--- config.mk ---
export PLATFORM = sky130hd
export DESIGN_NAME = ecbm_mul
export DESIGN_NICKNAME = d
export VERILOG_FILES = /design/src/hdl/ecbm_pkg.sv /design/src/hdl/ecbm_mul.sv
export SDC_FILE = /design/constraint.sdc
export NUM_CORES = 2
export LEC_CHECK = 0
export ABC_AREA = 1
export ABC_CLOCK_PERIOD_IN_PS = 7900
export BUFFER_PORTS_ARGS = -buffer_cell sky130_fd_sc_hd__buf_2
export CAP_MARGIN = 20
export CORE_MARGIN = 5
export CORE_UTILIZATION = 55
export DETAILED_ROUTE_END_ITERATION = 7
export GPL_ROUTABILITY_DRIVEN = 0
export PLACE_DENSITY = 0.75
export SLEW_MARGIN = 0
export SYNTH_ARGS = -nofsm -noshare
export SYNTH_HDL_FRONTEND = slang
export SYNTH_SLANG_ARGS = --single-unit
--- constraint.sdc ---
create_clock -name i_clk -period 7.9 [get_ports i_clk]
set_input_delay 1.58 -clock i_clk [delete_from_list [all_inputs] [get_ports i_clk]]
set_output_delay 1.58 -clock i_clk [all_outputs]
set_load 0.01 [all_outputs]
--- src/hdl/ecbm_pkg.sv ---
// ---------------------------------------------------------------------------
// ecbm_pkg: shared types, constants and fixed-point helpers
// Item kinds, CORDIC constants, rounding and saturation functions used by the
// camera basis and motion block.
// ---------------------------------------------------------------------------
package ecbm_pkg;

    localparam int VEC_FRAC_BITS_DEF = 14;
    localparam int POS_FRAC_BITS_DEF = 16;

    localparam int ANG_W = 17;
    localparam int Q30_W = 34;   // Q30 values with headroom
    localparam int Z_W   = 26;   // CORDIC angle, 1/65536 degree
    localparam int CORDIC_STEPS = 16;

    typedef logic signed [Q30_W-1:0] t_q30;
    typedef logic signed [Z_W-1:0]   t_zang;

    // item kinds
    localparam logic [2:0] K_ORIENT = 3'd0;
    localparam logic [2:0] K_FWD    = 3'd1;
    localparam logic [2:0] K_BACK   = 3'd2;
    localparam logic [2:0] K_LEFT   = 3'd3;
    localparam logic [2:0] K_RIGHT  = 3'd4;
    localparam logic [2:0] K_UP     = 3'd5;
    localparam logic [2:0] K_DOWN   = 3'd6;
    localparam logic [2:0] K_HOME   = 3'd7;

    localparam logic signed [ANG_W:0] ONE_TURN  = 18'sd46080;
    localparam logic signed [ANG_W:0] HALF_TURN = 18'sd23040;
    localparam t_zang DEG_90  = 26'sd5898240;
    localparam t_zang DEG_180 = 26'sd11796480;
    localparam t_q30  CORDIC_GAIN = 34'sd652032874;

    function automatic t_zang atan_lut(input logic [3:0] i);
        t_zang r;
        unique case (i)
            4'd0:  r = 26'sd2949120;
            4'd1:  r = 26'sd1740967;
            4'd2:  r = 26'sd919879;
            4'd3:  r = 26'sd466945;
            4'd4:  r = 26'sd234379;
            4'd5:  r = 26'sd117304;
            4'd6:  r = 26'sd58666;
            4'd7:  r = 26'sd29335;
            4'd8:  r = 26'sd14668;
            4'd9:  r = 26'sd7334;
            4'd10: r = 26'sd3667;
            4'd11: r = 26'sd1833;
            4'd12: r = 26'sd917;
            4'd13: r = 26'sd458;
            4'd14: r = 26'sd229;
            4'd15: r = 26'sd115;
            default: r = '0;
        endcase
        return r;
    endfunction

    // scale by 2^-s, round half up; exact left shift when s <= 0
    function automatic logic signed [63:0] rsc(input logic signed [63:0] v, input int s);
        logic signed [63:0] r;
        if (s <= 0) begin
            r = v <<< (-s);
        end else begin
            r = (v + (64'sd1 <<< (s - 1))) >>> s;
        end
        return r;
    endfunction

    function automatic logic signed [15:0] sat16(input logic signed [63:0] v);
        logic signed [15:0] r;
        if (v > 64'sd32767) begin
            r = 16'sh7fff;
        end else if (v < -64'sd32768) begin
            r = 16'sh8000;
        end else begin
            r = v[15:0];
        end
        return r;
    endfunction

    function automatic logic signed [31:0] sat32(input logic signed [63:0] v);
        logic signed [31:0] r;
        if (v > 64'sd2147483647) begin
            r = 32'sh7fffffff;
        end else if (v < -64'sd2147483648) begin
            r = 32'sh80000000;
        end else begin
            r = v[31:0];
        end
        return r;
    endfunction

endpackage

--- src/hdl/ecbm_mul.sv ---
// ---------------------------------------------------------------------------
// ecbm_mul: shared registered multiplier
// One signed 32x32 product per cycle, registered at the output.
// ---------------------------------------------------------------------------
module ecbm_mul
    import ecbm_pkg::*;
(
    input  logic               i_clk,
    input  logic signed [31:0] i_a,
    input  logic signed [31:0] i_b,
    output logic signed [63:0] o_p
);

    logic signed [63:0] r_p;

    always_ff @(posedge i_clk) begin
        r_p <= i_a * i_b;
    end

    assign o_p = r_p;

endmodule

==> Word-level counts from Yosys, hierarchy flattened <==
Cells that the tools add are included.
{ "totals": {"out_inout_bits": 64, "word_cells": 2, "inputBits": 65, "reg_bits": 64} }
{ "classes": {"mul": 1} }
{ "ops": {"columns": ["cell", "n"], "rows": [
  ["multiplier 32 x 32 -> 64 bit", 1]
]} }

==> Logic depth before layout (Yosys ltp) <==
{ "depth": {"depth_word": 1, "ltp_mapped": 31} }

==> Worst setup path before layout <==
No wires, ideal clock.
{ "synth_timing": {"path_type": "input to register", "from": "input port i_a[31]", "to": "register r_p[59] (netlist: o_p[59])", "path_slack_ns": -0.324, "t_arrival_ns": 8.112, "path_buffers": 1, "stages": 27, "setup_ns": 0.113, "cell_sequence": "clkbuf_1 -> nand2_1 -> inv_1 -> fa_1 -> inv_1 -> fa_1 -> inv_1 -> fa_1 -> fa_1 -> inv_1 -> fa_1 -> inv_1 -> fa_1 -> inv_1 -> fa_1 -> fa_1 -> inv_1 -> ha_1 -> nand2_2 -> nor2_1 -> inv_1 -> nor2_1 -> nand2_1 -> nor3_1 -> nand2_1 -> nand4_1 -> nand2_1"} }
{ "synth_via": {"elab_chain_len": 1} }
{ "synth_lines": {"columns": ["item", "line", "source"], "rows": [
  ["from (decl)", "ecbm_mul.sv:9", "input logic signed [31:0] i_a,"],
  ["multiplier 32 x 32 -> 64 bit", "ecbm_mul.sv:17", "r_p <= i_a * i_b;"],
  ["to (signal assigned)", "ecbm_mul.sv:17", null],
  ["to (decl)", "ecbm_mul.sv:14", "logic signed [63:0] r_p;"]
]} }
Every way passes these cells.

==> Worst setup path in the final report <==
{ "layout_timing": {"from": "input port i_a[31]", "to": "register r_p[62] (netlist: o_p[62])"} }
The elaborated chain is that of the path after synthesis.

==> qor.yml <==
clocking:
  clock-root-buffer: "clkbuf_16"
  numCtsBuffers: 9
  htreeDepth: 3
  cts_tree: "yes"
  cts_sinks: 64
  cts_hold_buf: 0
  clkSlewWorstSetupHoldPaths_ns: 0.06
  clockBufferDepth: 2
floorplan:
  core-area_sq_mm: 0.0727
  dieHeight_um: 280
  die-area_sq_mm: 0.0786
  initial_core_util: 0.553
  io_pins: 129
  dieWidth_um: 280
  rows: 99
logic_synthesis:
  yosysUniqueCellTypes: 27
  synth-seq-area-share: 0.0319
  synth_top_cell_by_area: "fa_1"
  avgSynthCellArea_sq_um: 7.85
  synth_warnings: 0
  syn-cell-area_sq_mm: 0.0402
  ys_seq_elements: 64
  synth_mux_area_frac: 0
  syn_inst: 5124
  yosysTopAreaCellShare: 0.539
  synth_xor_area_frac: 0.00741
  synth_fa_ha_area_frac: 0.596
  synth_fp_nets: 6455
  synthTopCellsByArea: "fa_1, inv_1, nand2_1"
  synth_top_family_by_area: "adder cells"
  yosys.area_share.simple: 0.175
  synth_compound_area_frac: 0.0126
timing:
  fin_ws_ns: 0.0601
  hold_viol: 0
  rsz0062_at_grt: "yes"
  min_period_ns: 7.84
  slew_headroom: 0.537
  period_share: 0.992
  maxSlewViolCount: 0
  worst_pin_slew_ns: 0.693
  setup_viol: 0
  fmax_ghz: 0.128
worst_hold_path:
  hold_end: "o_p[0]"
  hold_depth: 5
  hp-start: "i_b[0]"
  hold_path_class: "primary input to register"
layout:
  stdcell_count: 6453
  nets: 6818
  post-route-util: 0.636
  drive_gt1_frac: 0.143
  syn_to_final_growth_pct: 15.0
  largest_reg_flops: 64
setup_path:
  worstSetupStartpointType: "primary input"
  worst_ep_required_time_ns: 8.14
  slowest_stage: "fa_2"
  arrival_ns: 8.08
  cpMostUsedCell: "fa_1"
  path_class: "primary input to register"
  crit_fanout: 6
  critPathLaunch: "i_a[31]"
  slowest_delay_ns: 0.61
  crit_path_end_kind: "register"
grt:
  antenna_found_initial: 5
  grt_pass1_wl_um: 183000
  grt_max_degree: 25
  grt_pass1_vias: 35900
  grt_overflow_total: 0
  track_usage: 0.293
drt:
  route.detailed.drc: 0
  viasPerCell: 5.07
  drtPass1Iterations: 6
  vias: 32700
  ant_nets: 0
  first_iter_violations: 2400
  detail_route.wl_per_cell_um: 17.3
  finalWirelength_um: 112000
place:
  port_buffers: 128
  post-place-ws_ns: -0.383
  dp_hpwl_um: 99200
  dp_cells: 6411
status:
  status: "completed"
flow_run:
  drv_cap: 0
## logic make-up after synthesis
logic type	count (synthesis)
DFF	64
AOI/OAI and AO/OA	95
buffers and inverters	1892
xor gates and xnor gates	34
adders and majority gates	1266
and+or+nand+nor	1773
## cell type report
| cell class | instances | area, sq um |
|---|---|---|
| clock buffers | 9 | 225 |
| fillers | 5817 | 26500 |
| diodes | 2 | 5.00 |
| well taps | 959 | 1200 |
| inverters | 1700 | 6390 |
| flip-flops and latches | 64 | 1280 |
| repair buffers | 544 | 4500 |
| multi-input cells | 3168 | 32500 |
| clock inverters | 7 | 103 |
## cell usage in the layout, fill, tap and decap left out, drive strengths merged, types with 24 or more instances in the layout
cell type	count
nand3	79
nor2	127
a21oi	63
nand2	1525
clkbuf	24
ha	184
inv	1701
buf	529
fa	1082
dfxtp	64
xor2	31
## worst max path at each step
stage,endpoint,cells after the start
finish,o_p[62],28
global route,o_p[62],28
CTS,o_p[60],28
detailed placement,o_p[60],28
global placement,o_p[60],24
floorplan,o_p[59],25
## synthesized netlist by cell type
master	n
nor2_1	93
nand3_1	73
a21oi_2	1
o21a_1	1
o21ai_0	17
or2_2	7
nor2_2	31
inv_2	8
xor2_1	31
dfxtp_1	64
clkbuf_1	192
o21ai_1	4
xnor2_1	3
inv_1	1692
a21oi_1	62
o21bai_1	8
nand3_2	6
nand2_2	21
nor2_4	3
nor3_1	11
a21o_1	2
nand4_1	13
ha_1	184
nor3_2	5
nand3b_1	6
fa_1	1082
nand2_1	1504
## critical path: cells and delay by family
family                   cells  cell delay, ns
buffers and inverters       10            0.99
adder cells (fa/ha/maj)      9            4.58
AND/OR/NAND/NOR              9            0.91
## stage by stage
step           TNS (ns)  hold slack (ns)  area, sq um
6_report              0             1.94        46200
5_1_grt          -0.955             1.96        46200
4_1_cts               0             1.93        45400
3_5_place_dp      -9.91             1.97        45000
3_3_place_gp      -7.93             1.97        45000
2_1_floorplan   -0.0735             1.68        40400
## layer usage
layer  GRT usage  share of wire  up-vias
li1            -              -    14700
met1       0.371           0.37    16400
met2       0.516           0.50     1345
met3      0.0394          0.073      332
met4       0.113          0.053        0
met5           0              0        -
## repair_timing
| action | in CTS | in global routing |
|---|---|---|
| buffers inserted | 0 | 20 |
| gates resized for setup | 7 | 181 |
| cloned | 0 | 4 |
| endpoints found under the setup margin | 7 | 40 |
| pin swaps | 0 | 50 |
Power is left out: the tool's default activity adds up to more than one toggle a clock period on the data nets, which glitch-free logic cannot reach.
