$ cat src/hdl/ecbm_pkg.sv
// ---------------------------------------------------------------------------
// ecbm_pkg: shared types, constants and fixed-point helpers
// Item kinds, CORDIC constants, rounding and saturation functions used by the
// camera basis and motion block.
// ---------------------------------------------------------------------------
package ecbm_pkg;

    localparam int VEC_FRAC_BITS_DEF = 14;
    localparam int POS_FRAC_BITS_DEF = 16;

    localparam int ANG_W = 17;
    localparam int Q30_W = 34;   // Q30 values with headroom
    localparam int Z_W   = 26;   // CORDIC angle, 1/65536 degree
    localparam int CORDIC_STEPS = 16;

    typedef logic signed [Q30_W-1:0] t_q30;
    typedef logic signed [Z_W-1:0]   t_zang;

    // item kinds
    localparam logic [2:0] K_ORIENT = 3'd0;
    localparam logic [2:0] K_FWD    = 3'd1;
    localparam logic [2:0] K_BACK   = 3'd2;
    localparam logic [2:0] K_LEFT   = 3'd3;
    localparam logic [2:0] K_RIGHT  = 3'd4;
    localparam logic [2:0] K_UP     = 3'd5;
    localparam logic [2:0] K_DOWN   = 3'd6;
    localparam logic [2:0] K_HOME   = 3'd7;

    localparam logic signed [ANG_W:0] ONE_TURN  = 18'sd46080;
    localparam logic signed [ANG_W:0] HALF_TURN = 18'sd23040;
    localparam t_zang DEG_90  = 26'sd5898240;
    localparam t_zang DEG_180 = 26'sd11796480;
    localparam t_q30  CORDIC_GAIN = 34'sd652032874;

    function automatic t_zang atan_lut(input logic [3:0] i);
        t_zang r;
        unique case (i)
            4'd0:  r = 26'sd2949120;
            4'd1:  r = 26'sd1740967;
            4'd2:  r = 26'sd919879;
            4'd3:  r = 26'sd466945;
            4'd4:  r = 26'sd234379;
            4'd5:  r = 26'sd117304;
            4'd6:  r = 26'sd58666;
            4'd7:  r = 26'sd29335;
            4'd8:  r = 26'sd14668;
            4'd9:  r = 26'sd7334;
            4'd10: r = 26'sd3667;
            4'd11: r = 26'sd1833;
            4'd12: r = 26'sd917;
            4'd13: r = 26'sd458;
            4'd14: r = 26'sd229;
            4'd15: r = 26'sd115;
            default: r = '0;
        endcase
        return r;
    endfunction

    // scale by 2^-s, round half up; exact left shift when s <= 0
    function automatic logic signed [63:0] rsc(input logic signed [63:0] v, input int s);
        logic signed [63:0] r;
        if (s <= 0) begin
            r = v <<< (-s);
        end else begin
            r = (v + (64'sd1 <<< (s - 1))) >>> s;
        end
        return r;
    endfunction

    function automatic logic signed [15:0] sat16(input logic signed [63:0] v);
        logic signed [15:0] r;
        if (v > 64'sd32767) begin
            r = 16'sh7fff;
        end else if (v < -64'sd32768) begin
            r = 16'sh8000;
        end else begin
            r = v[15:0];
        end
        return r;
    endfunction

    function automatic logic signed [31:0] sat32(input logic signed [63:0] v);
        logic signed [31:0] r;
        if (v > 64'sd2147483647) begin
            r = 32'sh7fffffff;
        end else if (v < -64'sd2147483648) begin
            r = 32'sh80000000;
        end else begin
            r = v[31:0];
        end
        return r;
    endfunction

endpackage

$ cat src/hdl/ecbm_cordic.sv
// ---------------------------------------------------------------------------
// ecbm_cordic: iterative sine/cosine unit
// Reduces a 1/128 degree angle to [-90,90] degrees and runs 16 rotation
// steps, one per cycle. Results are Q30.
// ---------------------------------------------------------------------------
module ecbm_cordic
    import ecbm_pkg::*;
(
    input  logic                    i_clk,
    input  logic                    i_rst_n,
    input  logic                    i_start,
    input  logic signed [ANG_W-1:0] i_ang,
    output logic                    o_done,
    output t_q30                    o_sin,
    output t_q30                    o_cos
);

    logic               r_busy;
    logic               r_done;
    logic [3:0]         r_it;
    logic               r_neg;
    t_q30               r_x, r_y;
    t_zang              r_z;

    logic signed [ANG_W:0] s_a0, s_a1;
    t_zang              s_z0, s_zf;
    logic               s_negf;
    t_q30               s_xs, s_ys;

    always_comb begin
        s_a0 = (ANG_W+1)'(i_ang);
        if (s_a0 >= HALF_TURN) begin
            s_a1 = s_a0 - ONE_TURN;
        end else if (s_a0 < -HALF_TURN) begin
            s_a1 = s_a0 + ONE_TURN;
        end else begin
            s_a1 = s_a0;
        end
        s_z0   = Z_W'(s_a1) <<< 9;
        s_negf = 1'b0;
        s_zf   = s_z0;
        if (s_z0 > DEG_90) begin
            s_zf   = s_z0 - DEG_180;
            s_negf = 1'b1;
        end else if (s_z0 < -DEG_90) begin
            s_zf   = s_z0 + DEG_180;
            s_negf = 1'b1;
        end
        s_xs = r_x >>> r_it;
        s_ys = r_y >>> r_it;
    end

    always_ff @(posedge i_clk) begin
        if (!i_rst_n) begin
            r_busy <= 1'b0;
            r_done <= 1'b0;
            r_it   <= '0;
        end else begin
            r_done <= r_busy && (r_it == 4'(CORDIC_STEPS - 1));
            if (i_start) begin
                r_busy <= 1'b1;
                r_it   <= '0;
            end else if (r_busy) begin
                r_it <= r_it + 4'd1;
                if (r_it == 4'(CORDIC_STEPS - 1)) begin
                    r_busy <= 1'b0;
                end
            end
        end
    end

    always_ff @(posedge i_clk) begin
        if (i_start) begin
            r_x   <= CORDIC_GAIN;
            r_y   <= '0;
            r_z   <= s_zf;
            r_neg <= s_negf;
        end else if (r_busy) begin
            if (r_z >= 0) begin
                r_x <= r_x - s_ys;
                r_y <= r_y + s_xs;
                r_z <= r_z - atan_lut(r_it);
            end else begin
                r_x <= r_x + s_ys;
                r_y <= r_y - s_xs;
                r_z <= r_z + atan_lut(r_it);
            end
        end
    end

    assign o_done = r_done;
    assign o_sin  = r_neg ? -r_y : r_y;
    assign o_cos  = r_neg ? -r_x : r_x;

endmodule

$ cat config.mk
export PLATFORM = sky130hd
export DESIGN_NAME = ecbm_cordic
export DESIGN_NICKNAME = d
export VERILOG_FILES = /design/src/hdl/ecbm_pkg.sv /design/src/hdl/ecbm_cordic.sv
export SDC_FILE = /design/constraint.sdc
export NUM_CORES = 1
export LEC_CHECK = 0
export BUFFER_PORTS_ARGS = -buffer_cell sky130_fd_sc_hd__buf_2
export CAP_MARGIN = 30
export CORE_ASPECT_RATIO = 1.75
export CORE_MARGIN = 2
export CORE_UTILIZATION = 35
export DETAILED_ROUTE_END_ITERATION = 16
export PLACE_DENSITY_LB_ADDON = 0.2
export SETUP_SLACK_MARGIN = 0.5
export SLEW_MARGIN = 20
export SYNTH_ARGS = -nofsm -noshare
export SYNTH_HDL_FRONTEND = slang
export SYNTH_SLANG_ARGS = --single-unit
$ cat constraint.sdc
create_clock -name i_clk -period 7.2 [get_ports i_clk]
set_input_delay 1.08 -clock i_clk [delete_from_list [all_inputs] [get_ports i_clk]]
set_output_delay 1.08 -clock i_clk [all_outputs]
set_load 0.02 [all_outputs]
# Word level (Yosys, flattened, before mapping)

Memory sizes are Yosys's and may differ from the RTL's. A register that Yosys moved wholly into a read port is not among the register bits.
Cells that the tools add are included.

Bits in registers: 101
ROM bits: 704
Bits of input ports: 20
Logic and storage cells: 59
Memories: 2

Memories:

| memory          | depth | bits a word | read ports | clocked after Yosys merged registers in | wr ports | RTL line       | source |
|---|---|---|---|---|---|---|---|
| (no name shown) | 16    | 22          | 1          | 1                                       | 0        | ecbm_pkg.sv:37 | `unique case (i)` |
| (no name shown) | 16    | 22          | 1          | 1                                       | 0        | ecbm_pkg.sv:37 |  |

Add/subtract/negate cells: 13
Magnitude comparators: 5
Eq/ne operators: 1
Shift operators: 2
Muxes and demuxes: 25
Bitwise gates (word level): 1
Reduce and logical (&&, ||, !) cells: 3

Operator list:

| kind                                                                | count |
|---|---|
| two-way mux 26 bit                                                  | 11 |
| two-way mux 34 bit                                                  | 4 |
| adder 34 bit                                                        | 2 |
| negation 34 bit                                                     | 2 |
| >>> shifter 34 x 4 -> 34 bit                                        | 2 |
| subtractor 34 bit                                                   | 2 |
| two-way mux 17 bit                                                  | 2 |
| adder 26 x 25 -> 26 bit, second input constant                      | 1 |
| adder 26 bit                                                        | 1 |
| greater-or-equal comparator 26 x 1 -> 1 bit, second input constant  | 1 |
| greater-than comparator 26 x 24 -> 1 bit, second input constant     | 1 |
| < comparator 26 x 24 -> 1 bit, second input constant                | 1 |
| subtractor 26 x 25 -> 26 bit, second input constant                 | 1 |
| subtractor 26 bit                                                   | 1 |
| adder 17 bit, second input constant                                 | 1 |
| greater-or-equal comparator 17 x 16 -> 1 bit, second input constant | 1 |
| < comparator 17 x 16 -> 1 bit, second input constant                | 1 |
| subtractor 17 bit, second input constant                            | 1 |
| two-way mux 4 bit                                                   | 4 |
| adder 4 x 1 -> 4 bit, second input constant                         | 1 |
| equality test 4 bit, second input constant                          | 1 |
| two-way mux 1 bit                                                   | 4 |
| nonzero test 2 bit                                                  | 1 |
| OR reduction 2 bit                                                  | 1 |
| 2 further kinds                                                     | 2 |

# Longest topological paths before layout

Gate-level depths: netlist (run 1).

Depth in word-level cells: 8
Depth in mapped cells: 31
Depth with buffers taken out: 25

# Worst setup path before layout (run 1)

Ideal clock, no wire load.

Kind: register to register
From: register r_it[0]
To: register r_x[33]
Arrival: 5.981 ns
Data required time: 7.077 ns
Setup slack: 1.096 ns
Stages on the path, launching flop included: 28
Path through: dfxtp_1 > buf_2 > buf_2 > buf_2 > buf_1 > buf_2 > buf_1 > buf_1 > mux2i_1 > o21a_1 > ha_1 > inv_1 > a211oi_1 > nor2b_1 > and2_1 > a31oi_1 > xor2_1 > ha_1 > a21oi_1 > o21ai_0 > or3_1 > o21ai_0 > o211ai_1 > nand4b_1 > a2111oi_0 > o21ai_0 > mux2i_1 > mux2_1

Longest elaborated chain between the ends: 3
Elaborated cells between the ends (all ways): 4

Ends and longest elaborated chain:

| what                                                     | RTL line                             | source |
|---|---|---|
| start: declaration                                       | ecbm_cordic.sv:20                    | `logic [3:0] r_it;` |
| start signal: assignment                                 | ecbm_cordic.sv:64                    | `r_it <= r_it + 4'd1;` |
| >>> shifter 34 x 4 -> 34 bit (*)                         | ecbm_cordic.sv:50                    | `s_ys = r_y >>> r_it;` |
| adder 34 bit / subtractor 34 bit (equally long branches) | ecbm_cordic.sv:84, ecbm_cordic.sv:80 |  |
| two-way mux 34 bit (*)                                   | ecbm_cordic.sv:79                    | `if (r_z >= 0) begin` |
| end signal: assignment                                   | ecbm_cordic.sv:80                    | `r_x <= r_x - s_ys;` |
| end signal: assignment                                   | ecbm_cordic.sv:84                    | `r_x <= r_x + s_ys;` |
| end: declaration                                         | ecbm_cordic.sv:22                    | `t_q30 r_x, r_y;` |

Every way passes the cells marked *; elsewhere a longest branch is shown, timed or not.
A chain may end at the register's enable or synchronous reset.

# Worst setup path after layout (run 1)

From: register r_it[2]
To: register r_y[32]

Longest elaborated chain between the ends: 3
Elaborated cells between the ends (all ways): 4

Ends and longest elaborated chain:

| what                                                     | RTL line                             | source |
|---|---|---|
| >>> shifter 34 x 4 -> 34 bit (*)                         | ecbm_cordic.sv:49                    | `s_xs = r_x >>> r_it;` |
| subtractor 34 bit / adder 34 bit (equally long branches) | ecbm_cordic.sv:85, ecbm_cordic.sv:81 |  |
| two-way mux 34 bit (*)                                   | ecbm_cordic.sv:79                    |  |
| end signal: assignment                                   | ecbm_cordic.sv:81                    | `r_y <= r_y + s_xs;` |
| end signal: assignment                                   | ecbm_cordic.sv:85                    | `r_y <= r_y - s_xs;` |
| end: declaration                                         | ecbm_cordic.sv:22                    |  |

Marked as above.

==> flow_summary.yaml, run 1 <==
critical_path:
  timing.critical_path.fanout_max: 56
  critPathBufInv: 2
  slowest_stage: "sky130_fd_sc_hd__dfxtp_4"
  critical_path.reg2reg.startpoint: "r_it[2]"
  critical-path-top-delay-family: "compound AO/OA/AOI/OAI gates"
  crit_arrival_ps: 6550
  cp_slowest_stage_delay_ps: 780
  critical_path.cell_chain: "buf_4 -> mux4_2 -> nand2_1 -> nand2_1 -> a21oi_1 -> ha_1 -> and2_1 -> nand4_1 -> nor3_1 -> buf_4 -> nand3b_1 -> o21ai_1 -> xnor2_1 -> o21ai_1 -> ha_1 -> and3_1 -> nand2_1 -> nor2_1 -> a41oi_1 -> o21ai_0 -> o41ai_1 -> o21ai_0 -> mux2i_1 -> o31ai_1"
  cp-startpoint: "r_it[2]"
  crit_path_frequent_cell: "sky130_fd_sc_hd__nand2_1"
  end_kind: "flop"
  criticalPathCategory: "reg2reg"
  setup.worst_path.start_class: "flop"
  worst_path_required_time_ps: 7520
grt:
  grt_start_max_net_pins: 73
  first_global_vias: 16510
  groute.usage.overall_pct: 24.27
  grt_overflow_total: 0
  grt_antenna_before_repair: 1
  grt_first_pass_wirelength_um: 93110
power_and_ir_drop:
  sw_frac_of_total_pct: 53.02
  power_frac_clock_pct: 9.8
  pwr-share-comb_pct: 75.1
  vdd_ir_drop_max_uv: 193.9
  power.internal_mw: 4.512
  power.static_leakage_nw: 7.257
  powerDensity_mw_per_mm2: 528.1
  p_seq_share_pct: 15.1
  power.net_switching_mw: 5.093
timing:
  finalMaxSlewViolations: 0
  finalCriticalPeriod_ps: 6229
  timing.final.hold_violations: 0
  worst_slew_margin_rel_pct: 39.29
  whs_ps: 569.5
  rsz0062_at_grt: "false"
  worst_clock_skew_ps: 11.95
  summed_negative_setup_slack_over_all_endpoints_ps: 0
  max_freq_mhz: 160.5
  tightest_slew_ps: 904.2
  count_of_endpoints_failing_setup_in_the_final_report: 0
  ratio_of_final_minimum_period_to_clock_period_pct: 86.51
hold_path:
  hp-start: "r_x[0]"
  hp-class: "reg2reg"
yosys:
  ys_ff_latch: 123
  synth_edf_count: 27
  postSynth.topFlopCell: "sky130_fd_sc_hd__dfxtp_1"
  yosys.cell_count.top_type: "sky130_fd_sc_hd__nand2_1"
  post-synth-top-area-cell: "sky130_fd_sc_hd__dfxtp_1"
  netlist-cell-type-count: 89
  synthMuxAreaShare_pct: 14.61
  synth.avg_cell_area_sq_um: 7.753
  ys_warn_count: 0
  synth.yosys.seq_area_share_pct: 16.31
  share_of_the_synthesized_area_in_the_top_cell_type_pct: 11.47
  post_synth_xor_area_fraction_pct: 11.65
  main_combinational_cell_family_by_area_after_synthesis: "compound AO/OA/AOI/OAI gates"
  synth_area_sq_mm: 0.01675
  synth-adder-area-share_pct: 8.574
  compound_cell_area_share_of_the_yosys_netlist_pct: 23.85
  syn_nets: 2294
  synth.area.top_cells: "sky130_fd_sc_hd__dfxtp_1 11%, sky130_fd_sc_hd__ha_1 8.2%, sky130_fd_sc_hd__xnor2_1 7.8%"
  synthSimpleGateAreaFrac_pct: 19.90
  synthCells: 2161
  synthArstFlopShare_pct: 0
  synth.cells.most_frequent: "267 x sky130_fd_sc_hd__nand2_1, 168 x sky130_fd_sc_hd__o21ai_0, 155 x sky130_fd_sc_hd__nor2_1"
clock_network:
  cts_sinks: 123
  clock-root-buffer: "sky130_fd_sc_hd__clkbuf_16"
  cts.hold.buffers_added: 0
  post_cts_resized: 0
  cts_max_level: 4
  num_cts_buffers: 17
  clk-insertion-delay-late_ps: 460
  post-cts-setup-buffers: 0
  clk_transition_reported_paths_ps: 60
  cts_tree: "built"
  ctsLongestPathBuffers: 2
route:
  drt_pass1_iterations: 6
  via_count: 16610
  drt_drc_violations_left: 0
  detailedRoute.firstIterationViolations: 862
  final_antenna_net_count: 0
  vias_per_cell: 6.018
  mean_routed_wirelength_per_cell_um: 21.98
  wirelength_um: 60660
floorplanning:
  die-area_sq_mm: 0.04970
  initial_utilization_pct: 35.29
  placement_rows: 106
  floorplan.die.height_um: 293.4
  io-pin-count: 89
  die-width_um: 169.4
  core-area_sq_mm: 0.04748
job:
  max-cap-violations: 0
place:
  gpl.final_weighted_congestion: 0.9206
  place_hpwl_um: 46840
  portBuffers: 88
run_status:
  run_status: "finished clean"
finish:
  flow.area_growth_from_synthesis_pct: 8.573
  fin_nets: 2286
  antenna_cells: 0
  layout-drive-gt1-share_pct: 11.77
-- worst min-delay path, cell delays in order (launching register included) --
cell                       delay (ps)
sky130_fd_sc_hd__dfxtp_1          360
sky130_fd_sc_hd__nor2_1           110
sky130_fd_sc_hd__a211oi_1          50
-- power groups by stage --
| stage | sequential, mW | clock (mW) | combinational (mW) |
|---|---|---|---|
| after detailed placement | 1.46 | 0 | 7.17 |
| after global placement | 1.45 | 0 | 7.12 |
| after global routing | 1.48 | 0.984 | 7.96 |
| after CTS | 1.44 | 0.963 | 7.21 |
| final | 1.45 | 0.937 | 7.22 |
| after floorplan | 1.11 | 0 | 5.62 |
-- metrics by stage --
stage	power, mW	instances	setup WS [ps]	area (sq um)	utilization (%)
floorplan	6.732	2161	1096	16750	-
global placement	8.575	2724	1016	17500	36.86
detailed placement	8.624	2726	1024	17560	36.98
CTS	9.617	2758	978.2	18170	38.28
global route	10.42	2760	517.7	18190	38.31
finish	9.605	2760	971.2	18190	38.31
-- placed cells by master, fill, tap and decap left out, types with 17 or more instances in the layout --
cell type	n
sky130_fd_sc_hd__nor2b_1	18
sky130_fd_sc_hd__dfxtp_1	91
sky130_fd_sc_hd__xor2_1	72
sky130_fd_sc_hd__o31ai_1	38
sky130_fd_sc_hd__a211oi_1	24
sky130_fd_sc_hd__edfxtp_1	27
sky130_fd_sc_hd__nand2b_1	40
sky130_fd_sc_hd__o21ai_1	22
sky130_fd_sc_hd__nor2_1	155
sky130_fd_sc_hd__o21ai_0	168
sky130_fd_sc_hd__and2_1	19
sky130_fd_sc_hd__buf_2	87
sky130_fd_sc_hd__mux4_2	56
sky130_fd_sc_hd__nand2_1	267
sky130_fd_sc_hd__clkbuf_16	17
sky130_fd_sc_hd__a21oi_1	140
sky130_fd_sc_hd__nor3_1	40
sky130_fd_sc_hd__and3_1	18
sky130_fd_sc_hd__buf_4	25
sky130_fd_sc_hd__or3_1	34
sky130_fd_sc_hd__ha_1	110
sky130_fd_sc_hd__nand3_1	41
sky130_fd_sc_hd__or4_1	18
sky130_fd_sc_hd__xnor2_1	149
sky130_fd_sc_hd__mux2_2	17
sky130_fd_sc_hd__o21a_1	26
sky130_fd_sc_hd__inv_1	53
sky130_fd_sc_hd__a31oi_1	33
sky130_fd_sc_hd__a21o_1	40
sky130_fd_sc_hd__mux2i_1	84
-- routing by layer --
metal	up-vias	routed length [um]	track usage, %
met2	497	32960	47.08
met4	2	4297	15.93
met1	7999	21310	23.85
met5	-	11	0
li1	7906	-	-
met3	205	2089	2.694
-- final timing paths --
path	cells after the start	slack [ps]	endpoint
worst max-delay path	24	970	r_y[32]
worst min-delay path	2	570	r_x[0]
worst max register to register	24	970	r_y[32]
worst min register to register	2	570	r_x[0]
-- layout make-up --
cell class	instances	area [sq um]
flip-flops and latches	123	2746
inverters	60	225.2
clock inverters	14	186.4
well taps	594	743.2
clock buffers	18	429.2
multi-input cells	1835	13170
fillers	4951	29290
repair buffers	116	694.4
-- cells by family after synthesis --
group / after synthesis
buffers and inverters: 203
adders and majority gates: 113
DFF: 123
muxes: 168
AOI/OAI and AO/OA: 626
and+or+nand+nor: 706
xor gates and xnor gates: 222
Note: power is estimated with default switching activity, not from simulation.
==> run 2: changes to the inputs <==
--- a/config.mk
+++ b/config.mk
@@ -10,7 +10,9 @@
 export CORE_ASPECT_RATIO = 1.75
 export CORE_MARGIN = 2
 export CORE_UTILIZATION = 35
+export CTS_CLUSTER_DIAMETER = 50
 export DETAILED_ROUTE_END_ITERATION = 16
+export GPL_ROUTABILITY_DRIVEN = 0
 export PLACE_DENSITY_LB_ADDON = 0.2
 export SETUP_SLACK_MARGIN = 0.5
 export SLEW_MARGIN = 20
==> constraint.sdc (replaced) <==
create_clock -name i_clk -period 7.2 [get_ports i_clk]
set_input_delay 0 -clock i_clk [delete_from_list [all_inputs] [get_ports i_clk]]
set_output_delay 0 -clock i_clk [all_outputs]
set_load 0.02 [all_outputs]
==> run 2 against run 1 <==
Compared with the run above: global-route usage decreased by 0.89 points; cell count increased by 0.18%; sequential cell count unchanged; wire length is 3.3% lower; critical path depth down 2; first-iteration DRC count increased by 27%; final area is 0.47% higher; hold slack got worse by 430 ps; clock skew up 4.4 ps; combinational power is 1% lower; sequential power is essentially flat; clock power decreased by 2%; largest power group unchanged.
==> flow_summary.yaml, run 2 (same netlist as run 1, synthesis figures left out) <==
route:
  final_antenna_net_count: 0
  drt_drc_violations_left: 0
  detailedRoute.firstIterationViolations: 1094
  mean_routed_wirelength_per_cell_um: 21.22
  wirelength_um: 58660
  via_count: 16510
  vias_per_cell: 5.972
  drt_pass1_iterations: 7
clock_network:
  cts_max_level: 4
  clk-insertion-delay-late_ps: 450
  cts_sinks: 123
  cts_tree: "built"
  clock-root-buffer: "sky130_fd_sc_hd__clkbuf_16"
  num_cts_buffers: 17
  ctsLongestPathBuffers: 2
  clk_transition_reported_paths_ps: 60
run_status:
  run_status: "finished clean"
power_and_ir_drop:
  total_power_mw: 9.520
  powerDensity_mw_per_mm2: 520.9
  vdd_ir_drop_max_uv: 192.1
  power.static_leakage_nw: 7.270
timing:
  finalCriticalPeriod_ps: 6083
  ratio_of_final_minimum_period_to_clock_period_pct: 84.48
  whs_ps: 134.6
  max_freq_mhz: 164.4
  timing.final.hold_violations: 0
  finalMaxSlewViolations: 0
  worst_clock_skew_ps: 16.36
  rsz0062_at_grt: "false"
  worst_slew_margin_rel_pct: 39.43
  summed_negative_setup_slack_over_all_endpoints_ps: 0
  fin_ws_ps: 1117
  count_of_endpoints_failing_setup_in_the_final_report: 0
  tightest_slew_ps: 905.2
critical_path:
  critPathBufInv: 1
  cp_slowest_stage_delay_ps: 760
  crit_arrival_ps: 6420
  critical_path.cell_chain: "mux4_2 -> nand2_1 -> o21ai_0 -> a21oi_1 -> ha_1 -> inv_1 -> a211oi_1 -> nor2b_1 -> and2_1 -> a31oi_1 -> xor2_1 -> ha_1 -> a21oi_1 -> o21ai_0 -> or3_1 -> o21ai_0 -> o211ai_1 -> nand4b_1 -> a2111oi_1 -> o21ai_0 -> mux2i_1 -> mux2_1"
  criticalPathCategory: "reg2reg"
  timing.critical_path.fanout_max: 49
  critical-path-top-delay-family: "compound AO/OA/AOI/OAI gates"
  setup.worst_path.start_class: "flop"
  end_kind: "flop"
  worst_path_required_time_ps: 7540
  crit_path_frequent_cell: "sky130_fd_sc_hd__o21ai_0"
  slowest_stage: "sky130_fd_sc_hd__dfxtp_4"
finish:
  antenna_cells: 0
  postLayoutCoreUtil_pct: 38.49
  finish.cell_count_without_fillers: 2765
  final_cell_mix: "267 x sky130_fd_sc_hd__nand2_1, 168 x sky130_fd_sc_hd__o21ai_0, 155 x sky130_fd_sc_hd__nor2_1"
  layout-drive-gt1-share_pct: 11.38
  flow.area_growth_from_synthesis_pct: 9.089
  final_area_sq_mm: 0.01828
  fin_nets: 2291
  layout.cells.most_common: "sky130_fd_sc_hd__nand2_1"
floorplanning:
  placement_rows: 106
  core-area_sq_mm: 0.04748
  die-area_sq_mm: 0.04970
  initial_utilization_pct: 35.29
  floorplan.die.height_um: 293.4
  io-pin-count: 89
  die-width_um: 169.4
grt:
  first_global_vias: 16260
  grt_overflow_total: 0
  groute.usage.overall_pct: 23.37
  grt_start_max_net_pins: 77
  grt_first_pass_wirelength_um: 90400
  grt_antenna_before_repair: 0
hold_path:
  hp-class: "in2reg"
place:
  detailed_place.area_sq_mm: 0.01753
  pre_cts_ws_ps: 1029
  dp_cells: 2720
  place_hpwl_um: 44760
  portBuffers: 88
job:
  max-cap-violations: 0
==> run 2: area by class of cell <==
type,count,area [sq um]
Clock buffer,24,503.0
Clock inverter,8,106.4
Fill cell,4919,29200
Inverter,60,225.2
Multi-Input combinational cell,1835,13170
Sequential cell,123,2746
Tap cell,594,743.2
Timing Repair Buffer,121,785.8
==> run 2: worst paths after layout <==
path	start	to	slack [ps]	cells after the start
worst max register to register	r_it[2]	r_x[33]	1120	22
worst max-delay path	r_it[2]	r_x[33]	1120	22
worst min register to register	r_x[0]	r_x[0]	570	2
worst min-delay path	i_ang[9]	r_z[18]	130	3
==> run 2: worst min-delay path: cells and delay by family <==
kind            cells  cell delay, ps
buf+inv             1             210
compound gates      1             130
xor+xnor            1             110
==> run 2: routing by layer <==
metal	GRT usage (%)	up-vias	wire length, um
li1	-	7922	-
met1	23.72	7938	21210
met2	45.18	485	31880
met3	2.344	167	1798
met4	14.22	0	3773
met5	0	-	0
==> run 2: what timing repair did <==
item | CTS | global route
gates resized for setup | 0 | 1
setup buffers | 0 | 1
hold buffers | 11 | 0
endpoints found under the setup margin | 0 | 1
hold endpoints to repair | 38 | 0
==> run 2: power by group <==
group	total (mW)	internal, mW	switching [mW]	leakage [nW]
clock network	0.921	0.560	0.361	0.289
registers	1.48	0.947	0.530	1.07
logic	7.12	3.00	4.12	5.91
total	9.52	4.51	5.01	7.27
